**src/pli_pkg.sv**
```systemverilog
// ----------------------------------------------------------------------------
// pli_pkg: shared definitions for the piecewise linear interpolator
// Command and status codes, register indexes, sequencer states and the
// widths of the serial multiply and divide.
// ----------------------------------------------------------------------------
package pli_pkg;

    // Default table depth.
    localparam int MAX_POINTS_DEFAULT = 32;

    // Width of the shared adder: covers the final Q15.16 sum with a
    // quotient of up to 2^40.
    localparam int ALU_W = 42;

    // Magnitudes of 33-bit differences.
    localparam int MAG_W = 33;

    // Serial multiply takes one step per multiplier bit, the divide one
    // step per product bit.
    localparam int MUL_STEPS = MAG_W;
    localparam int PROD_W    = 2 * MAG_W;
    localparam int DIV_STEPS = PROD_W;
    localparam int CNT_W     = $clog2(DIV_STEPS);

    // Quotient is kept to 41 bits; anything larger clips to 2^40.
    localparam int QUO_W = 41;

    // Request commands.
    localparam logic CMD_STORE = 1'b0;
    localparam logic CMD_QUERY = 1'b1;

    // Configuration register indexes.
    localparam logic REG_EXTRAPOLATE = 1'b0;
    localparam logic REG_POINTS      = 1'b1;

    // Result status codes.
    typedef enum logic [1:0] {
        STATUS_OK         = 2'd0,
        STATUS_STORED     = 2'd1,
        STATUS_ZERO_WIDTH = 2'd2,
        STATUS_SATURATED  = 2'd3
    } status_t;

    // Sequencer states.
    typedef enum logic [3:0] {
        S_IDLE,
        S_LAST,
        S_FIRST,
        S_WALK,
        S_CLAMP,
        S_DX,
        S_DXA,
        S_DY,
        S_DYA,
        S_EX,
        S_EXA,
        S_MUL,
        S_DIV,
        S_FIN,
        S_OUT
    } state_t;

endpackage

```
**src/piecewise_linear_interpolator.sv**
```systemverilog
// ----------------------------------------------------------------------------
// piecewise_linear_interpolator: breakpoint table with linear interpolation
// Stores (x, y) breakpoints and answers queries with a saturated Q15.16
// result computed by one shared adder under a small sequencer.
// ----------------------------------------------------------------------------
// A store request writes one breakpoint and passes a status 1 result to
// the output register through S_OUT. A query at or past the second-to-last
// breakpoint takes the last segment; otherwise the search walks from the
// first breakpoint until the query no longer lies past the right end or the
// last segment is reached. A zero-width segment ends the query at S_DX. A
// result waits in S_OUT while the previous one still waits in the output
// register. The arithmetic runs on the single 42-bit adder: differences and
// magnitudes in S_DX to S_EXA, a 33-step shift-add multiply and a 66-step
// restoring divide; the search reads the table through one registered read
// port, one breakpoint per cycle. The block takes one request at a time and
// is ready again the cycle after a result is loaded; a finished result waits
// in the output register while the next request is accepted.
module piecewise_linear_interpolator #(
    parameter int MAX_POINTS = pli_pkg::MAX_POINTS_DEFAULT
) (
    input  logic               aclk,
    input  logic               aresetn,
    // Configuration write port
    input  logic               cfg_we,
    input  logic               cfg_index,
    input  logic [5:0]         cfg_data,
    // Request channel
    input  logic               s_valid,
    output logic               s_ready,
    input  logic               s_command,
    input  logic [4:0]         s_point_index,
    input  logic signed [31:0] s_point_x,
    input  logic signed [31:0] s_point_y,
    input  logic signed [31:0] s_query_x,
    // Result channel
    output logic               m_valid,
    input  logic               m_ready,
    output logic signed [31:0] m_y_value,
    output logic [1:0]         m_status
);

    localparam int IDXW = (MAX_POINTS > 2) ? $clog2(MAX_POINTS) : 1;
    localparam int AW   = pli_pkg::ALU_W;
    localparam int MW   = pli_pkg::MAG_W;
    localparam int PW   = pli_pkg::PROD_W;
    localparam int QW   = pli_pkg::QUO_W;
    localparam int CW   = pli_pkg::CNT_W;

    // Breakpoint tables.
    logic signed [31:0] x_mem [MAX_POINTS];
    logic signed [31:0] y_mem [MAX_POINTS];
    logic signed [31:0] x_rd_reg, y_rd_reg;
    logic [IDXW-1:0]    rd_addr;

    pli_pkg::state_t    state_reg, state_next;
    logic               ext_reg;
    logic [5:0]         npts_reg;

    logic signed [31:0] qx_reg, qx_next;
    logic signed [31:0] xl_reg, xl_next, yl_reg, yl_next;
    logic signed [31:0] xr_reg, xr_next, yr_reg, yr_next;
    logic [IDXW-1:0]    seg_reg, seg_next;
    logic [IDXW-1:0]    last_seg;
    logic [MW-1:0]      dx_reg, dx_next, dy_reg, dy_next;
    logic               neg_reg, neg_next;
    logic [PW-1:0]      prod_reg, prod_next;
    logic [MW-1:0]      rem_reg, rem_next;
    logic [QW-1:0]      quo_reg, quo_next;
    logic               over_reg, over_next;
    logic [CW-1:0]      cnt_reg, cnt_next;

    logic signed [31:0] res_y_reg, res_y_next;
    pli_pkg::status_t   res_st_reg, res_st_next;
    logic               m_valid_reg, m_valid_next;
    logic signed [31:0] m_y_reg, m_y_next;
    pli_pkg::status_t   m_st_reg, m_st_next;

    // Shared adder.
    logic [AW-1:0]      alu_a, alu_b, alu_y;
    logic               alu_sub;

    logic               in_accept;
    logic               out_load;
    logic [MW:0]        rem_sh;
    logic [MW:0]        mul_sum;
    logic [QW-1:0]      quo_sat;

    assign in_accept = s_valid && s_ready;
    assign s_ready   = (state_reg == pli_pkg::S_IDLE);
    assign m_valid   = m_valid_reg;
    assign m_y_value = m_y_reg;
    assign m_status  = m_st_reg;

    assign alu_y = alu_a + (alu_sub ? ~alu_b : alu_b) + AW'(alu_sub);

    // Index of the last segment from the clamped point count.
    always_comb begin
        if (npts_reg < 6'd2) begin
            last_seg = '0;
        end else if (int'(npts_reg) > MAX_POINTS) begin
            last_seg = IDXW'(MAX_POINTS - 2);
        end else begin
            last_seg = IDXW'(npts_reg - 6'd2);
        end
    end

    // Table write on a store request and registered read.
    always_ff @(posedge aclk) begin
        if (in_accept && s_command == pli_pkg::CMD_STORE
                && int'(s_point_index) < MAX_POINTS) begin
            x_mem[IDXW'(s_point_index)] <= s_point_x;
            y_mem[IDXW'(s_point_index)] <= s_point_y;
        end
        x_rd_reg <= x_mem[rd_addr];
        y_rd_reg <= y_mem[rd_addr];
    end

    // Configuration registers.
    always_ff @(posedge aclk) begin
        if (!aresetn) begin
            ext_reg  <= 1'b0;
            npts_reg <= 6'd2;
        end else if (cfg_we) begin
            unique case (cfg_index)
                pli_pkg::REG_EXTRAPOLATE: ext_reg  <= cfg_data[0];
                pli_pkg::REG_POINTS:      npts_reg <= cfg_data;
                default:                  ;
            endcase
        end
    end

    // Sequencer state and control registers.
    always_ff @(posedge aclk) begin
        if (!aresetn) begin
            state_reg   <= pli_pkg::S_IDLE;
            m_valid_reg <= 1'b0;
        end else begin
            state_reg   <= state_next;
            m_valid_reg <= m_valid_next;
        end
    end

    // Datapath registers.
    always_ff @(posedge aclk) begin
        qx_reg     <= qx_next;
        xl_reg     <= xl_next;
        yl_reg     <= yl_next;
        xr_reg     <= xr_next;
        yr_reg     <= yr_next;
        seg_reg    <= seg_next;
        dx_reg     <= dx_next;
        dy_reg     <= dy_next;
        neg_reg    <= neg_next;
        prod_reg   <= prod_next;
        rem_reg    <= rem_next;
        quo_reg    <= quo_next;
        over_reg   <= over_next;
        cnt_reg    <= cnt_next;
        res_y_reg  <= res_y_next;
        res_st_reg <= res_st_next;
        m_y_reg    <= m_y_next;
        m_st_reg   <= m_st_next;
    end

    // Next state, adder operands and datapath updates.
    always_comb begin
        state_next  = state_reg;
        qx_next     = qx_reg;
        xl_next     = xl_reg;
        yl_next     = yl_reg;
        xr_next     = xr_reg;
        yr_next     = yr_reg;
        seg_next    = seg_reg;
        dx_next     = dx_reg;
        dy_next     = dy_reg;
        neg_next    = neg_reg;
        prod_next   = prod_reg;
        rem_next    = rem_reg;
        quo_next    = quo_reg;
        over_next   = over_reg;
        cnt_next    = cnt_reg;
        res_y_next  = res_y_reg;
        res_st_next = res_st_reg;
        rd_addr     = '0;
        alu_a       = '0;
        alu_b       = '0;
        alu_sub     = 1'b0;
        out_load    = 1'b0;
        rem_sh      = {rem_reg, prod_reg[PW-1]};
        mul_sum     = {1'b0, prod_reg[PW-1:MW]};
        quo_sat     = quo_reg;

        unique case (state_reg)
            pli_pkg::S_IDLE: begin
                rd_addr = last_seg;
                if (s_valid) begin
                    if (s_command == pli_pkg::CMD_STORE) begin
                        res_y_next  = '0;
                        res_st_next = pli_pkg::STATUS_STORED;
                        state_next  = pli_pkg::S_OUT;
                    end else begin
                        qx_next    = s_query_x;
                        state_next = pli_pkg::S_LAST;
                    end
                end
            end

            // At or past the second-to-last breakpoint: take the last segment.
            pli_pkg::S_LAST: begin
                if (qx_reg >= x_rd_reg) begin
                    xl_next    = x_rd_reg;
                    yl_next    = y_rd_reg;
                    seg_next   = last_seg;
                    rd_addr    = last_seg + IDXW'(1);
                    state_next = pli_pkg::S_WALK;
                end else begin
                    rd_addr    = '0;
                    state_next = pli_pkg::S_FIRST;
                end
            end

            pli_pkg::S_FIRST: begin
                xl_next    = x_rd_reg;
                yl_next    = y_rd_reg;
                seg_next   = '0;
                rd_addr    = IDXW'(1);
                state_next = pli_pkg::S_WALK;
            end

            // The read data is the right end of the current segment.
            pli_pkg::S_WALK: begin
                if (seg_reg < last_seg && qx_reg > x_rd_reg) begin
                    xl_next  = x_rd_reg;
                    yl_next  = y_rd_reg;
                    seg_next = seg_reg + IDXW'(1);
                    rd_addr  = seg_reg + IDXW'(2);
                end else begin
                    xr_next    = x_rd_reg;
                    yr_next    = y_rd_reg;
                    state_next = pli_pkg::S_CLAMP;
                end
            end

            // Without extrapolation the segment flattens outside its ends.
            pli_pkg::S_CLAMP: begin
                if (!ext_reg) begin
                    if (qx_reg < xl_reg) begin
                        yr_next = yl_reg;
                    end else if (qx_reg > xr_reg) begin
                        yl_next = yr_reg;
                    end
                end
                state_next = pli_pkg::S_DX;
            end

            pli_pkg::S_DX: begin
                alu_a   = {{10{xr_reg[31]}}, xr_reg};
                alu_b   = {{10{xl_reg[31]}}, xl_reg};
                alu_sub = 1'b1;
                dx_next = alu_y[MW-1:0];
                if (alu_y[MW-1:0] == '0) begin
                    res_y_next  = yl_reg;
                    res_st_next = pli_pkg::STATUS_ZERO_WIDTH;
                    state_next  = pli_pkg::S_OUT;
                end else begin
                    state_next = pli_pkg::S_DXA;
                end
            end

            pli_pkg::S_DXA: begin
                alu_b    = {{(AW-MW){dx_reg[MW-1]}}, dx_reg};
                alu_sub  = 1'b1;
                neg_next = dx_reg[MW-1];
                if (dx_reg[MW-1]) begin
                    dx_next = alu_y[MW-1:0];
                end
                state_next = pli_pkg::S_DY;
            end

            pli_pkg::S_DY: begin
                alu_a      = {{10{yr_reg[31]}}, yr_reg};
                alu_b      = {{10{yl_reg[31]}}, yl_reg};
                alu_sub    = 1'b1;
                dy_next    = alu_y[MW-1:0];
                state_next = pli_pkg::S_DYA;
            end

            pli_pkg::S_DYA: begin
                alu_b    = {{(AW-MW){dy_reg[MW-1]}}, dy_reg};
                alu_sub  = 1'b1;
                neg_next = neg_reg ^ dy_reg[MW-1];
                if (dy_reg[MW-1]) begin
                    dy_next = alu_y[MW-1:0];
                end
                state_next = pli_pkg::S_EX;
            end

            // The offset goes straight into the low half of the product.
            pli_pkg::S_EX: begin
                alu_a      = {{10{qx_reg[31]}}, qx_reg};
                alu_b      = {{10{xl_reg[31]}}, xl_reg};
                alu_sub    = 1'b1;
                prod_next  = {{MW{1'b0}}, alu_y[MW-1:0]};
                state_next = pli_pkg::S_EXA;
            end

            pli_pkg::S_EXA: begin
                alu_b    = {{(AW-MW){prod_reg[MW-1]}}, prod_reg[MW-1:0]};
                alu_sub  = 1'b1;
                neg_next = neg_reg ^ prod_reg[MW-1];
                if (prod_reg[MW-1]) begin
                    prod_next = {{MW{1'b0}}, alu_y[MW-1:0]};
                end
                cnt_next   = '0;
                state_next = pli_pkg::S_MUL;
            end

            // Shift-add multiply, one multiplier bit per cycle.
            pli_pkg::S_MUL: begin
                alu_a = {{(AW-MW){1'b0}}, prod_reg[PW-1:MW]};
                alu_b = {{(AW-MW){1'b0}}, dy_reg};
                if (prod_reg[0]) begin
                    mul_sum = alu_y[MW:0];
                end
                prod_next = {mul_sum, prod_reg[MW-1:1]};
                cnt_next  = cnt_reg + CW'(1);
                if (cnt_reg == CW'(pli_pkg::MUL_STEPS - 1)) begin
                    rem_next   = '0;
                    quo_next   = '0;
                    over_next  = 1'b0;
                    cnt_next   = '0;
                    state_next = pli_pkg::S_DIV;
                end
            end

            // Restoring divide, one quotient bit per cycle.
            pli_pkg::S_DIV: begin
                alu_a     = {{(AW-MW-1){1'b0}}, rem_sh};
                alu_b     = {{(AW-MW){1'b0}}, dx_reg};
                alu_sub   = 1'b1;
                rem_next  = alu_y[AW-1] ? rem_sh[MW-1:0] : alu_y[MW-1:0];
                quo_next  = {quo_reg[QW-2:0], ~alu_y[AW-1]};
                over_next = over_reg | quo_reg[QW-1];
                prod_next = {prod_reg[PW-2:0], 1'b0};
                cnt_next  = cnt_reg + CW'(1);
                if (cnt_reg == CW'(pli_pkg::DIV_STEPS - 1)) begin
                    state_next = pli_pkg::S_FIN;
                end
            end

            // Clip the quotient at 2^40, apply it with its sign to the left end and saturate.
            pli_pkg::S_FIN: begin
                if (over_reg || (quo_reg[QW-1] && (|quo_reg[QW-2:0]))) begin
                    quo_sat = {1'b1, {(QW-1){1'b0}}};
                end
                alu_a   = {{10{yl_reg[31]}}, yl_reg};
                alu_b   = {1'b0, quo_sat};
                alu_sub = neg_reg;
                if (alu_y[AW-1:31] == '0 || alu_y[AW-1:31] == '1) begin
                    res_y_next  = alu_y[31:0];
                    res_st_next = pli_pkg::STATUS_OK;
                end else if (!alu_y[AW-1]) begin
                    res_y_next  = 32'sh7FFF_FFFF;
                    res_st_next = pli_pkg::STATUS_SATURATED;
                end else begin
                    res_y_next  = 32'sh8000_0000;
                    res_st_next = pli_pkg::STATUS_SATURATED;
                end
                state_next = pli_pkg::S_OUT;
            end

            // Hand the result over once the output register is free.
            pli_pkg::S_OUT: begin
                if (!m_valid_reg || m_ready) begin
                    out_load   = 1'b1;
                    state_next = pli_pkg::S_IDLE;
                end
            end

            default: begin
                state_next = pli_pkg::S_IDLE;
            end
        endcase
    end

    // Output register.
    always_comb begin
        m_valid_next = m_valid_reg && !m_ready;
        m_y_next     = m_y_reg;
        m_st_next    = m_st_reg;
        if (out_load) begin
            m_valid_next = 1'b1;
            m_y_next     = res_y_reg;
            m_st_next    = res_st_reg;
        end
    end

endmodule
```
**config.mk**
```make
export PLATFORM = sky130hd
export DESIGN_NAME = piecewise_linear_interpolator
export DESIGN_NICKNAME = d
export VERILOG_FILES = /design/src/pli_pkg.sv /design/src/piecewise_linear_interpolator.sv
export SDC_FILE = /design/constraint.sdc
export NUM_CORES = 2
export LEC_CHECK = 0
export BUFFER_PORTS_ARGS = -buffer_cell sky130_fd_sc_hd__buf_2
export CORE_AREA = 2 2 496 400
export CTS_CLUSTER_DIAMETER = 80
export DETAILED_ROUTE_END_ITERATION = 12
export DIE_AREA = 0 0 498 402
export PLACE_DENSITY = 0.71
export SKIP_CTS_REPAIR_TIMING = 1
export SYNTH_ARGS = -nofsm -noshare
export SYNTH_HDL_FRONTEND = slang
export SYNTH_SLANG_ARGS = --single-unit
```
**constraint.sdc**
```tcl
create_clock -name aclk -period 7.6 [get_ports aclk]
set_input_delay 0 -clock aclk [delete_from_list [all_inputs] [get_ports aclk]]
set_output_delay 0 -clock aclk [all_outputs]
set_load 0.05 [all_outputs]
```
# Word level (Yosys, flattened, before mapping)
# Memories as Yosys holds them, arrays and structs flattened. A register that Yosys moved wholly into a read port is not among the register bits.
# Cells that the tools add are included.
# Widths: inputs -> output; s select.
[word_totals] register_bits=460 mem_bits_rw=2048 in_bits=114 output_inout_bits=36 elab_cells=189 memories=2
[memory_table] memory="x_mem" depth=32 width=32 read_ports=1 rd_clocked_by_memory_dff=1 write_ports=1 line="piecewise_linear_interpolator.sv:50" text="logic signed [31:0] x_mem [MAX_POINTS];"
[memory_table] memory="y_mem" depth=32 width=32 read_ports=1 rd_clocked_by_memory_dff=1 write_ports=1 line="piecewise_linear_interpolator.sv:51" text="logic signed [31:0] y_mem [MAX_POINTS];"
[classes] addsub=7 magnitude_cmp=7 eq_ne=33 n_mux=68 n_bitwise=8 reduce_logical=39
[ops] op="$mux 32" n=15
[ops] op="$pmux 42 s8" n=1
[ops] op="$pmux 66 s4" n=1
[ops] op="$pmux 42 s6" n=1
[ops] op="$pmux 33 s2" n=3
[ops] op="$pmux 32 s3" n=2
[ops] op="$mux 33" n=4
[ops] op="$pmux 32 s4" n=1
[ops] op="$mux 41" n=2
[ops] op="$pmux 41 s2" n=1
[ops] op="$mux 66" n=1
[ops] op="$gt 32x32->1" n=2
[ops] op="$pmux 32 s2" n=1
[ops] op="$pmux 4 s15" n=1
[ops] op="$add 42x1->42" n=1
[ops] op="$add 42x42->42" n=1
[ops] op="$mux 42" n=1
[ops] op="$not 42->42" n=1
[ops] op="$reduce_or 40->1" n=1
[ops] op="$mux 34" n=1
[ops] op="$logic_not 33->1" n=1
[ops] op="$ge 32x32->1" n=1
[ops] op="$lt 32x32->1" n=1
[ops] op="$ne 2x2->1 const B" n=16
[ops] op="43 further kinds" n=101

# Depth between registers and ports, before layout
[logic_depth] depth_word=13 mapped_depth=25 ltp_nobuf=19

# Least setup slack after synthesis
# Ideal clock, no wire load.
[synth_timing] kind="reg2reg" from="register state_reg[3]" to="register over_reg, enable pin" setup_ns=0.612 arrival_ns=6.440 path_slack_ns=0.548 stages_incl_launch_ff=6 path_buffers=3 path_cell_list="dfxtp_1 -> buf_4 -> buf_2 -> clkbuf_1 -> nand3_1 -> o21ai_0"
[synth_between] elab_chain_len=3 elab_cells_between_ends=5
[synth_rtl] element="from (decl)" line="piecewise_linear_interpolator.sv:55" text="pli_pkg::state_t state_reg, state_next;"
[synth_rtl] element="from (signal assigned)" line="piecewise_linear_interpolator.sv:135" text="state_reg <= pli_pkg::S_IDLE;"
[synth_rtl] element="from (signal assigned)" line="piecewise_linear_interpolator.sv:138" text="state_reg <= state_next;"
[synth_rtl] element="$eq 4x4->1" line="piecewise_linear_interpolator.sv:193" text="unique case (state_reg)"
[synth_rtl] element="$ne 2x2->1 (no line) / $reduce_bool 2->1 (equally long branches)"
[synth_rtl] element="$reduce_and 2->1 (no line) *"
[synth_rtl] element="to (signal assigned)" line="piecewise_linear_interpolator.sv:157" text="over_reg <= over_next;"
[synth_rtl] element="to (decl)" line="piecewise_linear_interpolator.sv:69" text="logic over_reg, over_next;"
# Every way passes the cells marked *; elsewhere a longest branch is shown, timed or not.
# A chain may end at the register's enable or synchronous reset.

# Worst setup path in the final report
[layout_timing] from="register x_rd_reg[1] (read register of x_mem)" to="register x_rd_reg[21] (read register of x_mem)"
[layout_between] elab_chain_len=4 elab_cells_between_ends=6
[layout_rtl] element="from (decl)" line="piecewise_linear_interpolator.sv:52" text="logic signed [31:0] x_rd_reg, y_rd_reg;"
[layout_rtl] element="$gt 32x32->1" line="piecewise_linear_interpolator.sv:232" text="if (seg_reg < last_seg && qx_reg > x_rd_reg) begin"
[layout_rtl] element="$logic_and 1x1->1" line="piecewise_linear_interpolator.sv:232"
[layout_rtl] element="$mux 5" line="piecewise_linear_interpolator.sv:232"
[layout_rtl] element="$pmux 5 s4 *" line="piecewise_linear_interpolator.sv:193"
# Marked as above.

==> results summary <==
The maximum frequency from static timing analysis is 132.2 MHz. The mean routed wirelength per cell is 30.29 um. The data arrival time of the critical path came out at 8.01 ns. Dividing total power by cell area gives a power density of 388.8 mW/mm2. The relative slew slack is under 10%. The required time of the critical path is 8.04 ns. Setup repair after global routing left no endpoint under its margin. The number of flip-flops and latches in the synthesized netlist came out at 2572. The core box area came out at 0.1960 mm2. The I/O pin total came out at 150. STA classifies the critical path endpoint as a flip-flop. When the netlist entered floorplanning its net count stood at 8243. The clock insertion delay at the later pin of the skew report came out at between 0.8 and 0.9 ns. The total count of hold-check failures in the final report is 0. The clock buffer count from CTS came out at 234. The critical path's slowest cell is nor3b_1. A synthesized cell averages 13.39 um2. The analysis attributes to cell leakage a power of 0.04148 uW.

In the synthesized netlist, the number of instances is 7982. The most used flip-flop cell after synthesis is edfxtp_1. Cells with a size suffix above 1 make up 11.88% of the layout. The total grt overflow came out at 0. The number of enable-type register cells in the synthesized netlist came out at 2496. The die extent in y came out at about 400 um. The count of vias placed by the detailed router is around 73000.

The critical path in this run is classified as reg -> reg. After synthesis, flip-flops and latches occupy 71.53% of the total area. The root buffer cell chosen for the clock tree is clkbuf_16.

The count of port buffers added during placement came out at 149. The total die area is 0.2002 mm2. The type of element launching the critical path is a flip-flop. The number of pins with negative max-slew slack in the final report was 0. The starting density of the core is 54.54%.

Along the worst path, the maximum fanout reaches between 60 and 70. The worst-case clock skew is 0.05872 ns. The clock-pin slew on the worst setup and hold paths came out at 0.07 ns.

The number of levels in the clock H-tree is 4. The residual DRC count came out at 0. Entering global routing, the biggest net connects 96 pins.

In this run the worst hold path is classified as in -> reg. The total number of yosys warnings is 0. After detailed routing, the total wire length is 336100 um.

The count of buffer and inverter cells on the critical path came out at 3. The placer congestion estimate came out at 1.021. TritonCTS built the clock tree. The floorplan step set the die width to 498 um. The area growth from synthesis to layout is 13.56%. The clock period minus worst slack came out at between 7 and 8 ns.

The number of distinct library cells after synthesis came out at 94. The smallest hold slack came out at about 0.014 ns. The actual slew at the worst max-slew pin came out at 1.373 ns.

The estimated wirelength of the detail-placed design came out at around 200000 um. Traced cell by cell, the critical path runs through inv_1 > ha_1 > nor2b_1 > o211ai_1 > a21oi_1 > o31ai_1 > nor3b_1 > or4b_4 > and2_4 > buf_12 > buf_4 > mux2_2 > a22oi_1 > o211ai_1 > nand4b_1. The most common cell type on the critical path is o211ai_1. The sum of negative setup slack is 0 ns. The total global-route track usage came out at between 30% and 40%. The first global-routing pass estimated approximately 480000 um of wire. The vias per cell is 6.573. The count of antenna-violating nets left after detailed routing is 0. In this run, the number of DRC markers left after iteration 0 of detailed routing was 12126. The final layout contains 8549 nets. The pre-antenna-repair detailed-routing pass consisted of 8 iterations.

The row count came out at roughly 150. The number of clock sinks is roughly 2600. The run finished with clean final reports. The kind of cell with the highest combined delay along the critical path is simple AND/OR/NAND/NOR gates. The number of buffers on the longest clock path came out at 3. The setup violation total in the final timing report is 0. The max capacitance violation total is 0. The number of global-route vias before repair is 67692. The maximum resistive drop on vdd came out at just over 400 uV. The final period utilization came out at ~100%.

The number of antenna violations at the first check in global routing was 33. For this run, the slowest stage of the critical path takes 0.95 ns. The share of synthesized registers carrying an async set or reset is 0%. The total standard cell area after synthesis is 0.1069 mm2.
[final cells by class]
| type | instances | area [um2] |
|---|---|---|
| antenna | 13 | 32.53 |
| inverter | 127 | 476.7 |
| multi-input combinational | 4778 | 28440 |
| clock inverter | 131 | 1366 |
| tap | 2590 | 3241 |
| sequential | 2572 | 76470 |
| clock buffer | 310 | 6332 |
| timing repair buffer | 575 | 5045 |
| fill | 14454 | 74610 |
[cell usage after synthesis, drive strengths merged (61+ instances only)]
cell type / n / area share (%)
buf: 146 / 0.63
a21oi: 655 / 3.1
edfxtp: 2496 / 70
and3: 113 / 0.66
clkbuf: 359 / 1.3
a221oi: 147 / 1.2
nand3: 211 / 0.99
xor2: 61 / 0.50
a22oi: 199 / 1.4
o211ai: 73 / 0.51
nand2: 1622 / 5.7
ha: 146 / 1.7
nand4: 101 / 0.59
mux2i: 142 / 1.3
nor2: 273 / 0.97
mux2: 133 / 1.4
inv: 126 / 0.44
a211oi: 76 / 0.54
dfxtp: 76 / 1.4
nor4: 91 / 0.55
o21ai: 165 / 0.77
[worst register-to-register path, delay by kind of cell, from the launching register on]
family,cells,cell delay (ns)
and+or+nand+nor,5,3.42
AOI/OAI and AO/OA,5,1.50
buffers and inverters,3,0.89
DFF,1,0.60
muxes,1,0.37
adders and majority gates,1,0.32
[worst paths after layout]
path / start / end / slack (ns) / cells past startpoint
max: x_rd_reg[1] / x_rd_reg[21] / 0.04 / 15
min: s_point_index[4] / y_mem[12][3] / 0.01 / 4
max reg2reg: x_rd_reg[1] / x_rd_reg[21] / 0.04 / 15
min reg2reg: res_y_reg[21] / m_y_value[21] / 0.43 / 0
[kinds of logic after synthesis]
kind of cell	synth area share, %
buf+inv	2.337
fa+ha+maj	1.727
mux	2.746
xor+xnor	0.7865
flops	71.53
compound gates	10.23
simple gates	10.64
[report_power, final]
group	total, uW	switching (uW)	leakage [uW]	internal (uW)
logic	17300	11900	0.0146	5350
registers	18100	1100	0.0232	17000
clock network	11900	5320	0.00375	6530
[per-layer routing]
layer	up-vias	GRT usage, %	share of wire (%)
met4	22	12.80	4.1
met3	750	9.325	14
met5	-	0	0.046
met2	5115	46.85	43
met1	36135	47.64	39
li1	30914	-	-
[through the flow]
stage               power, uW  instances  area (um2)  util (%)  setup WS, ns
floorplan               28020       7982      106900         -        0.5485
global placement        34710      10481      112100     57.17        0.2250
detailed placement      34950      10483      112100     57.18        0.4793
CTS                     46680      10924      119800     61.11        0.4559
global route            48910      11090      121400     61.93        0.1184
finish                  47200      11096      121400     61.94       0.03645
[layout by cell type, fill, tap and decap left out, types with 24 or more instances in the layout]
| cell | instances |
|---|---|
| nor3_1 | 40 |
| nand3_1 | 211 |
| clkinv_1 | 37 |
| o2111ai_1 | 49 |
| clkbuf_16 | 235 |
| edfxtp_1 | 2496 |
| a211oi_1 | 74 |
| buf_12 | 55 |
| clkbuf_1 | 58 |
| dlygate4sd3_1 | 159 |
| dfxtp_1 | 76 |
| mux2_2 | 127 |
| a31oi_1 | 57 |
| clkinv_2 | 44 |
| a21oi_1 | 652 |
| buf_2 | 149 |
| a21o_1 | 48 |
| a221oi_1 | 147 |
| xnor2_1 | 35 |
| buf_4 | 210 |
| nor2_1 | 223 |
| mux2i_1 | 141 |
| nand2_1 | 1619 |
| inv_1 | 123 |
| o22ai_1 | 24 |
| ha_1 | 146 |
| a22oi_1 | 199 |
| nor4_1 | 85 |
| o21ai_0 | 158 |
| nand4_1 | 101 |
| xor2_1 | 61 |
| o211ai_1 | 73 |
| nor2_4 | 42 |
| nand4b_1 | 48 |
| a222oi_1 | 30 |
| and3_1 | 113 |
Note: power is estimated with default switching activity, not from simulation.
